### src/rtl/amdfs_pkg.sv
`timescale 1ns / 1ps
`default_nettype none

package amdfs_pkg;

    localparam int CMD_W     = 3;
    localparam int LABEL_W   = 8;
    localparam int DATA_W    = 16;
    localparam int STATUS_W  = 2;
    localparam int LIMIT_W   = 5;
    localparam int CFG_IDX_W = 1;

    localparam logic [CMD_W-1:0] CMD_INSERT = 3'd0;
    localparam logic [CMD_W-1:0] CMD_SET    = 3'd1;
    localparam logic [CMD_W-1:0] CMD_DEGREE = 3'd2;
    localparam logic [CMD_W-1:0] CMD_WEIGHT = 3'd3;
    localparam logic [CMD_W-1:0] CMD_DFS    = 3'd4;

    localparam logic [STATUS_W-1:0] ST_OK   = 2'd0;
    localparam logic [STATUS_W-1:0] ST_FULL = 2'd1;
    localparam logic [STATUS_W-1:0] ST_MISS = 2'd2;

    localparam logic [CFG_IDX_W-1:0] REG_NULL_EDGE    = 1'b0;
    localparam logic [CFG_IDX_W-1:0] REG_VERTEX_LIMIT = 1'b1;

    // requests into the vertex table
    typedef struct packed {
        logic wr;
        logic rd;
        logic lk_start;
    } vt_req_t;

    // lookup completion from the vertex table
    typedef struct packed {
        logic lk_done;
        logic lk_hit;
    } vt_rsp_t;

endpackage

`default_nettype wire

### src/rtl/amdfs_vtab.sv
`timescale 1ns / 1ps
`default_nettype none

module amdfs_vtab #(
    parameter int MAX_VERTICES = 16,
    localparam int IW = $clog2(MAX_VERTICES),
    localparam int CW = $clog2(MAX_VERTICES + 1)
) (
    input  wire                             clk,
    input  wire                             rst_n,
    input  amdfs_pkg::vt_req_t              req,
    input  wire [IW-1:0]                    idx,
    input  wire [amdfs_pkg::LABEL_W-1:0]    label,
    input  wire [CW-1:0]                    count,
    output amdfs_pkg::vt_rsp_t              rsp,
    output logic [IW-1:0]                   lk_idx,
    output logic [amdfs_pkg::LABEL_W-1:0]   rd_data
);
    import amdfs_pkg::*;

    logic [LABEL_W-1:0] mem [MAX_VERTICES];
    logic [LABEL_W-1:0] q_reg;
    logic [IW-1:0]      raddr;

    logic               busy_reg, busy_next;
    logic [IW-1:0]      ptr_reg, ptr_next;
    logic [LABEL_W-1:0] key_reg, key_next;
    logic [CW-1:0]      cnt_reg, cnt_next;
    logic               done_reg, done_next;
    logic               hit_reg, hit_next;
    logic [IW-1:0]      res_reg, res_next;

    // scan labels from index 0, one read per cycle, first match wins
    always_comb
    begin
        busy_next = busy_reg;
        ptr_next  = ptr_reg;
        key_next  = key_reg;
        cnt_next  = cnt_reg;
        done_next = 1'b0;
        hit_next  = hit_reg;
        res_next  = res_reg;
        raddr     = req.rd ? idx : ptr_reg;
        if (req.lk_start)
        begin
            key_next = label;
            cnt_next = count;
            ptr_next = '0;
            raddr    = '0;
            if (count == '0)
            begin
                done_next = 1'b1;
                hit_next  = 1'b0;
                busy_next = 1'b0;
            end
            else
            begin
                busy_next = 1'b1;
            end
        end
        else if (busy_reg)
        begin
            if (q_reg == key_reg)
            begin
                done_next = 1'b1;
                hit_next  = 1'b1;
                res_next  = ptr_reg;
                busy_next = 1'b0;
            end
            else if (CW'(ptr_reg) + CW'(1) == cnt_reg)
            begin
                done_next = 1'b1;
                hit_next  = 1'b0;
                busy_next = 1'b0;
            end
            else
            begin
                ptr_next = ptr_reg + IW'(1);
                raddr    = ptr_reg + IW'(1);
            end
        end
    end

    always_ff @(posedge clk)
    begin
        if (req.wr)
        begin
            mem[idx] <= label;
        end
        q_reg <= mem[raddr];
        key_reg <= key_next;
        cnt_reg <= cnt_next;
        ptr_reg <= ptr_next;
        res_reg <= res_next;
    end

    always_ff @(posedge clk or negedge rst_n)
    begin
        if (!rst_n)
        begin
            busy_reg <= 1'b0;
            done_reg <= 1'b0;
            hit_reg  <= 1'b0;
        end
        else
        begin
            busy_reg <= busy_next;
            done_reg <= done_next;
            hit_reg  <= hit_next;
        end
    end

    assign rsp.lk_done = done_reg;
    assign rsp.lk_hit  = hit_reg;
    assign lk_idx      = res_reg;
    assign rd_data     = q_reg;

endmodule

`default_nettype wire

### config.mk
export PLATFORM = sky130hd
export DESIGN_NAME = amdfs_vtab
export DESIGN_NICKNAME = d
export VERILOG_FILES = /design/src/rtl/amdfs_pkg.sv /design/src/rtl/amdfs_vtab.sv
export SDC_FILE = /design/constraint.sdc
export NUM_CORES = 1
export LEC_CHECK = 0
export BUFFER_PORTS_ARGS = -buffer_cell sky130_fd_sc_hd__buf_2
export CAP_MARGIN = 40
export CORE_MARGIN = 2
export CORE_UTILIZATION = 54
export CTS_CLUSTER_DIAMETER = 80
export CTS_CLUSTER_SIZE = 28
export DETAILED_ROUTE_END_ITERATION = 10
export PLACE_DENSITY = 0.73
export SETUP_SLACK_MARGIN = 0.15
export SYNTH_ARGS = -nofsm -noshare
export SYNTH_HDL_FRONTEND = slang
export SYNTH_SLANG_ARGS = --single-unit
### constraint.sdc
create_clock -name clk -period 3 [get_ports clk]
set_input_delay 0.15 -clock clk [delete_from_list [all_inputs] [get_ports clk]]
set_output_delay 0.15 -clock clk [all_outputs]
set_load 0.01 [all_outputs]
; Word level (Yosys, flattened, before mapping)
; Memory sizes are Yosys's and may differ from the RTL's. A register that Yosys moved wholly into a read port is not among the register bits.
; Cells that the tools add are included.
[word_totals]
reg_bits = 24
mem_bits_rw = 128
n_memories = 1
[mem_list]
columns = memory, words, word_bits, read_ports, rd_clocked_by_memory_dff, write_ports, line
row1 = mem, 16, 8, 1, 1, 1, amdfs_vtab.sv:21  ; logic [LABEL_W-1:0] mem [MAX_VERTICES];
[classes]
addsub = 2
eq_ne = 3
mux = 22
bitwise = 3
reduce_logical = 6
[ops]
columns = cell, count
row1 = 2-to-1 mux 4 bit, 5
row2 = 2-to-1 mux 1 bit, 17
row3 = AND reduction 3 bit, 3
row4 = == test 8 bit, 1
row5 = "adder 4 x 1 -> 5 bit, second input constant", 1
row6 = == test 5 bit, 1
row7 = logical NOT 5 bit, 1
row8 = "adder 4 x 1 -> 4 bit, second input constant", 1
row9 = NOT 1 bit, 3
row10 = nonzero test 3 bit, 1
row11 = "inequality test 2 x 1 -> 1 bit, second input constant", 1
row12 = nonzero test 2 bit, 1

; Depth between registers and ports, before layout
; Gate-level depths: netlist of the first run.
[logic_depth]
word_depth = 6
ltp_mapped = 12
depth_no_buf = 10

; Least setup slack after synthesis of the first run
; Ideal clock, no wire load.
[synth_timing]
path_kind = register -> register
startpoint = register ptr_reg[0]
endpoint = register q_reg[1], in the netlist rd_data[1], read port of mem
setup_time_ps = 134
t_arrival_ps = 3056
setup_slack_ps = -190
path_stages_with_launch = 12
path_buffers = 2
period_less_slack_ps = 3190
path_cell_list = dfxtp_1 -> ha_1 -> and4b_1 -> a22oi_1 -> a2111oi_4 -> o22ai_1 -> a221oi_2 -> buf_2 -> buf_4 -> mux2i_1 -> a211oi_1 -> or4_1
[synth_between]
elab_chain_len = 6
word_cells_on_any_way = 8
[synth_lines]
columns = element, line
row1 = from (decl), amdfs_vtab.sv:26  ; logic [IW-1:0] ptr_reg, ptr_next;
row2 = from (signal assigned), amdfs_vtab.sv:93  ; ptr_reg <= ptr_next;
row3 = adder 4 x 1 -> 5 bit, amdfs_vtab.sv:70  ; else if (CW'(ptr_reg) + CW'(1) == cnt_reg)
row4 = == test 5 bit, amdfs_vtab.sv:70
row5 = 2-to-1 mux 4 bit, amdfs_vtab.sv:70
row6 = 2-to-1 mux 4 bit, amdfs_vtab.sv:63  ; if (q_reg == key_reg)
row7 = 2-to-1 mux 4 bit (*), amdfs_vtab.sv:61  ; else if (busy_reg)
row8 = 2-to-1 mux 4 bit (*), amdfs_vtab.sv:44  ; if (req.lk_start)
row9 = to (decl), amdfs_vtab.sv:22  ; logic [LABEL_W-1:0] q_reg;
; Mark *: on every way between the ends. The rest lies on a longest branch, timed or not.
; A chain may end at the register's enable or synchronous reset.

; Final worst setup path of the first run
[layout_timing]
startpoint = register cnt_reg[2]
endpoint = register q_reg[4], in the netlist rd_data[4], read port of mem
[layout_between]
elab_chain_len = 5
[layout_lines]
columns = element, line
row1 = from (decl), amdfs_vtab.sv:28  ; logic [CW-1:0] cnt_reg, cnt_next;
row2 = from (signal assigned), amdfs_vtab.sv:92  ; cnt_reg <= cnt_next;
row3 = == test 5 bit, amdfs_vtab.sv:70
row4 = 2-to-1 mux 4 bit, amdfs_vtab.sv:70
row5 = 2-to-1 mux 4 bit, amdfs_vtab.sv:63
row6 = 2-to-1 mux 4 bit, amdfs_vtab.sv:61
row7 = 2-to-1 mux 4 bit, amdfs_vtab.sv:44
; Every way passes these cells.

==> impl_metrics.ini, run 1 <==
[synthesis]
syn_nets = 432
synth_edf_count = 145
synth_cell_types = 45
synthArstFlopShare_pct = 1.88
yosys_warnings = 0
synth_seq_cells = 160
yosysSeqAreaShare_pct = 72.1
netlist_area_um2 = 6470
ys.flop_type = edfxtp_1
syn_inst = 409
avgSynthCellArea_um2 = 15.8

[sta]
fin_crit_sh_pct = 107
rsz0062_at_grt = yes
final_max_slew_viol_count = 0
max_freq_mhz = 311
final-hold-violation-count = 0
setup_slack_ns = -0.217
setup_viol = 8
tightestPinTransition_ns = 0.902
max_slew_margin_pct = 39.6
clock-skew-final_ns = 0.00913
period_minus_slack_ns = 3.22

[global_routing]
met3_usage_pct = 6.48
grt_pass1_wl_mm = 23.7
grt_antenna_before_repair = 1
gr-usage-met1_pct = 33.8
met2_usage_pct = 40.2
grt_busiest_layer = met2
track_usage_pct = 25.5
grt_max_degree = 25
overflow = 0
grt_pass1_vias = 4171

[critical_path]
worstPathRequired_ns = 3.28
worst-r2r-setup-slack_ns = -0.22
max_stage_delay_ns = 0.56
end_kind = flip-flop
rr_endpoint = rd_data[4]
r2r-start = cnt_reg[2]
crit_slowest_cell = or4_1
critical_path_class = flip-flop to flip-flop
critPathMaxFanout = 8
worstPathCellList = and4b_1 > a22oi_2 > a2111oi_4 > o22ai_2 > a221oi_4 > buf_6 > buf_12 > nor2b_1 > a211oi_4 > a211oi_2 > or4_1
reg2reg_depth = 11
worst-endpoint-arrival_ns = 3.50
cp-start-kind = flip-flop

[die]
die_h_um = 114
initial_core_util_pct = 56.0
dieArea_um2 = 12900
rows = 39
die_w_um = 114
core_um2 = 11600
io_pins = 36

[job]
drv_cap = 0

[clocking]
htree_levels = 4
cts-root-buf = clkbuf_16
cts_made_buffers = 17
cts_buffer_depth = 2
clock-sinks = 160
cts.clk_slew.worst_paths_ns = 0.06
cts_tree = built
worstSkewPairLatency_ns = 0.43

[drt]
vias = 4157
viasPerCell = 6.19
wire_per_inst_um = 23.6
drt_pass1_iterations = 5
drt-initial-drc-count = 413
final_antenna_net_count = 0
drc = 0
routed_wl_mm = 15.9

[pwr]
p_per_area_nw_per_um2 = 832
p_leak_nw = 2.96
irDropWorstVdd_mv = 0.676

[placement]
dp.final_hpwl_mm = 9.28
portBuffers = 35
dpl_cell_area_um2 = 7160
place_ws_ns = -0.262
gp_congestion = 0.862

[final_layout]
fin_nets = 538
fillers = 687
utilization_pct = 73.5
largest_register_ffs = 128
area_growth_pct = 31.3
drive_above_1_share_pct = 37.3
stdcell_area_um2 = 8500

[run_status]
violations = setup timing
status = complete, but fails checks

[min_path]
hold_class = input port to asynchronous set/reset pin
-- repair_timing --
| item | in CTS | in global routing |
|---|---|---|
| endpoints found under the hold margin | 8 | 0 |
| gates cloned | 6 | 2 |
| hold buffers | 6 | 0 |
| endpoints found under the setup margin | 8 | 8 |
| pin swaps | 14 | 12 |
| gates resized for setup | 38 | 36 |
| setup buffers | 7 | 7 |
-- area by class of cell --
class | instances | area, um2 | share of cell area (%)
Clock inverter | 15 | 133 | 1.56
Multi-Input combinational cell | 224 | 1990 | 23.4
Tap cell | 143 | 179 | 2.10
Timing Repair Buffer | 109 | 1090 | 12.8
Clock buffer | 17 | 425 | 5.00
Inverter | 3 | 11.3 | 0.132
Antenna cell | 1 | 2.50 | 0.0294
Sequential cell | 160 | 4670 | 55.0
-- metrics by stage --
step                total power [mW]  instances  hold slack (ns)  TNS (ns)
finish                          7.08        672           0.0512     -1.48
floorplan                       3.64        409           -0.146         0
global route                    7.33        672           0.0579     -2.82
CTS                             6.80        662           0.0404     -1.76
detailed placement              4.31        611          -0.0483     -1.84
global placement                4.28        611          -0.0530     -1.48
-- power breakdown --
part | internal [mW] | switching [mW]
sequential | 2.57 | 0.102
combinational | 1.24 | 1.13
clock | 1.15 | 0.888
-- cell usage in the layout, fill, tap and decap left out, types with 3 or more instances in the layout --
| master | netlist | routed |
|---|---|---|
| dfxtp_1 | 12 | 10 |
| buf_2 | 13 | 35 |
| buf_4 | 4 | 40 |
| clkinv_1 | 0 | 3 |
| nor2_1 | 18 | 18 |
| buf_6 | 2 | 8 |
| mux2i_1 | 36 | 23 |
| nor2b_1 | 30 | 30 |
| nand2b_1 | 5 | 4 |
| xor2_1 | 11 | 11 |
| inv_1 | 3 | 3 |
| nor3_1 | 4 | 4 |
| xnor2_1 | 3 | 3 |
| mux2i_2 | 0 | 9 |
| or4_1 | 8 | 8 |
| o21ai_0 | 3 | 3 |
| a211oi_2 | 0 | 27 |
| buf_12 | 0 | 11 |
| a211oi_4 | 1 | 4 |
| a21oi_1 | 6 | 6 |
| mux2i_4 | 0 | 4 |
| or3_1 | 4 | 3 |
| a211oi_1 | 56 | 26 |
| nand2_1 | 6 | 6 |
| nand3_1 | 5 | 5 |
| inv_6 | 0 | 6 |
| buf_16 | 0 | 4 |
| edfxtp_1 | 145 | 145 |
| clkbuf_16 | 0 | 19 |
| clkinv_4 | 0 | 3 |
| dlygate4sd3_1 | 0 | 6 |
| dfrtp_1 | 3 | 3 |
-- synthesized netlist by cell type (all sizes together), types with 2 or more instances --
cell / instances / area (um2)
a221oi: 3 / 32.5
mux2i: 36 / 360
or2: 3 / 18.8
buf: 19 / 118
xnor2: 3 / 26.3
o22ai: 2 / 12.5
clkbuf: 3 / 12.5
nand3: 5 / 25.0
nor4: 2 / 12.5
o21ai: 4 / 20.0
a211oi: 57 / 440
nor2b: 30 / 188
inv: 3 / 11.3
or3: 4 / 25.0
or4: 8 / 60.1
xor2: 11 / 96.3
nor2: 18 / 67.6
a21oi: 6 / 30.0
dfxtp: 12 / 240
a31oi: 2 / 18.8
nand2b: 5 / 31.3
dfrtp: 3 / 75.1
nor3: 4 / 20.0
edfxtp: 145 / 4350
nand2: 6 / 22.5
nand3b: 2 / 15.0
mux2: 3 / 33.8
-- routing by layer --
| layer | routed length, um | up-vias |
|---|---|---|
| met1 | 6540 | 2099 |
| met3 | 956 | 50 |
| li1 | - | 1827 |
| met2 | 7780 | 181 |
| met4 | 605 | 0 |
| met5 | 0 | - |
-- cell families after synthesis --
family / Yosys count / synth area share [%]
flip-flops: 160 / 72.1
AND/OR/NAND/NOR: 90 / 7.90
XOR/XNOR: 14 / 1.89
adder cells (fa/ha/maj): 1 / 0.193
buffers and inverters: 25 / 2.18
AO/OA/AOI/OAI: 80 / 9.62
multiplexers: 39 / 6.09
-- worst max path at each step --
| stage | start | endpoint | slack (ns) | depth (start not counted) |
|---|---|---|---|---|
| 6_report | cnt_reg[2] | rd_data[4] | -0.22 | 11 |
| 4_1_cts | cnt_reg[2] | rd_data[6] | -0.24 | 11 |
| 2_1_floorplan | ptr_reg[0] | rd_data[1] | 0.14 | 11 |
| 3_3_place_gp | key_reg[6] | rd_data[0] | -0.24 | 10 |
| 5_1_grt | cnt_reg[2] | rd_data[6] | -0.38 | 12 |
| 3_5_place_dp | ptr_reg[1] | rd_data[3] | -0.26 | 12 |
-- critical path, delay by kind of cell (launching register included) --
family,cells,cell delay [ns]
buffers and inverters,2,0.34
and+or+nand+nor,3,0.94
AOI/OAI and AO/OA,6,1.34
DFF,1,0.46
No activity file was read; power rests on OpenSTA's default activity.
==> inputs of run 2 (changes only) <==
--- a/config.mk
+++ b/config.mk
@@ -8,11 +8,12 @@
 export BUFFER_PORTS_ARGS = -buffer_cell sky130_fd_sc_hd__buf_2
 export CAP_MARGIN = 40
 export CORE_MARGIN = 2
-export CORE_UTILIZATION = 54
+export CORE_UTILIZATION = 65
 export CTS_CLUSTER_DIAMETER = 80
 export CTS_CLUSTER_SIZE = 28
 export DETAILED_ROUTE_END_ITERATION = 10
-export PLACE_DENSITY = 0.73
+export GPL_ROUTABILITY_DRIVEN = 0
+export PLACE_DENSITY = 0.82
 export SETUP_SLACK_MARGIN = 0.15
 export SYNTH_ARGS = -nofsm -noshare
 export SYNTH_HDL_FRONTEND = slang
==> constraint.sdc (replaced) <==
create_clock -name clk -period 3.9 [get_ports clk]
set_input_delay 0.195 -clock clk [delete_from_list [all_inputs] [get_ports clk]]
set_output_delay 0.195 -clock clk [all_outputs]
set_load 0.01 [all_outputs]
==> run 2 against run 1 <==
The flow now finishes without violations. Largest power group unchanged. Cell count down 9.5%. Critical path type unchanged. Non-clock buffer count down 53. Utilization up 3.4 points. Sequential share of layout area up 7.4 points.
==> impl_metrics.ini, run 2 (synthesis gave the netlist of run 1 again) <==
[run_status]
status = finished clean

[critical_path]
worstPathCellList = ha_1 > and4b_1 > a22oi_1 > a2111oi_4 > o22ai_1 > a221oi_4 > clkbuf_16 > nor2b_1 > a211oi_1 > a211oi_1 > or4_1
crit_slowest_cell = or4_1
worst-endpoint-arrival_ns = 3.93
path_buf_inv = 1
critical_path_class = flip-flop to flip-flop
critPathMaxFanout = 30
cpMostUsedCell = a211oi_1
cp-start-kind = flip-flop
critPathTopFamily = compound AO/OA/AOI/OAI gates
end_kind = flip-flop
worstPathRequired_ns = 4.31
max_stage_delay_ns = 0.47

[sta]
rsz0062_at_grt = no
clock-skew-final_ns = 0.00532
max_slew_margin_pct = 43.3
final_max_slew_viol_count = 0
fin_crit_sh_pct = 90.2
max_freq_mhz = 284
final-hold-violation-count = 0
fin_setup_tns_ns = 0
tightestPinTransition_ns = 0.848
period_minus_slack_ns = 3.52
setup_viol = 0

[clocking]
cts-root-buf = clkbuf_8
cts_buffer_depth = 2
cts.clk_slew.worst_paths_ns = 0.06
cts_tree = built
clock-sinks = 160
htree_levels = 4
cts_made_buffers = 17
worstSkewPairLatency_ns = 0.54

[final_layout]
fillers = 561
fin_nets = 485
drive_above_1_share_pct = 18.9
n_antenna_cell = 0
layout_common_cells = edfxtp_1, a211oi_1, mux2i_1
final_common_cell = edfxtp_1
finalNonFillerCells = 608
largest_register_ffs = 128
area_growth_pct = 15.6

[placement]
dp.final_hpwl_mm = 8.13
dp.cells = 567
portBuffers = 35

[drt]
vias = 3795
drt_pass1_iterations = 5
final_antenna_net_count = 0
wire_per_inst_um = 22.1
drc = 0
drt-initial-drc-count = 354
viasPerCell = 6.24
routed_wl_mm = 13.4

[global_routing]
grt_antenna_before_repair = 0
track_usage_pct = 26.2
overflow = 0
grt_max_degree = 63
grt_pass1_wl_mm = 20.5
grt_pass1_vias = 3686

[pwr]
p_per_area_nw_per_um2 = 621
power_mw = 4.65
p_leak_nw = 2.53
irDropWorstVdd_mv = 0.461

[die]
die_w_um = 104
rows = 36
core_um2 = 9730
initial_core_util_pct = 66.6
dieArea_um2 = 10800
die_h_um = 104
io_pins = 36

[job]
drv_cap = 0

[min_path]
hold_class = input port to flip-flop
run 2: cell count changes in the layout (fill, tap and decap cells not counted), sizes merged:
| cell | before | now |
|---|---|---|
| buf | 99 | 48 |
| bufbuf | 2 | 0 |
| bufinv | 1 | 2 |
| clkbuf | 19 | 21 |
| clkinv | 7 | 3 |
| clkinvlp | 1 | 3 |
| diode | 1 | 0 |
| dlygate4sd3 | 6 | 7 |
| inv | 9 | 7 |
run 2: report_power, final:
part	switching, mW	internal, mW
Clock	0.642	0.932
Sequential	0.0784	1.98
Combinational	0.609	0.409
run 2: worst paths after layout:
kind,from,cells past startpoint,slack [ns],end
setup / recovery,ptr_reg[1],11,0.38,rd_data[5]
hold / removal,label[7],1,0.07,mem[6][7]
setup reg to reg,ptr_reg[1],11,0.38,rd_data[5]
hold reg to reg,hit_reg,1,0.53,hit_reg
max in group asynchronous,rst_n,3,3.19,busy_reg
min in group asynchronous,rst_n,3,0.55,hit_reg
run 2: what timing repair did:
| item | CTS | global route |
|---|---|---|
| hold endpoints to repair | 8 | 0 |
| setup buffers | 0 | 1 |
| resized for setup | 0 | 3 |
| endpoints found under the setup margin | 0 | 6 |
| hold buffers | 7 | 0 |
run 2: per-stage QoR:
| stage | cell area [um2] | setup WS, ns | hold WS (ns) | util [%] |
|---|---|---|---|---|
| 2_1_floorplan | 6470 | 0.710 | -0.101 | - |
| 3_3_place_gp | 6810 | 0.531 | -0.00742 | 70.0 |
| 3_5_place_dp | 6810 | 0.371 | -0.00359 | 70.0 |
| 4_1_cts | 7450 | 0.333 | 0.0515 | 76.6 |
| 5_1_grt | 7480 | 0.135 | 0.0603 | 76.9 |
| 6_report | 7480 | 0.384 | 0.0697 | 76.9 |
run 2: layer usage:
metal  wire length [um]  vias up  track usage [%]  share of wire [%]
li1                   -     1714                -                  -
met1               5400     1875             35.2                 40
met2               6610      172             40.9                 49
met3               1050       34             7.80                7.8
met4                361        0             10.0                2.7
met5                  0        -                0                  0
run 2: final cells by class:
cell class	instances	area, um2	area share [%]
tap	133	166	2.22
sequential	160	4670	62.4
clock buffer	20	435	5.82
timing repair buffer	56	392	5.23
clock inverter	12	133	1.77
multi-input combinational	224	1680	22.4
inverter	3	11.3	0.151
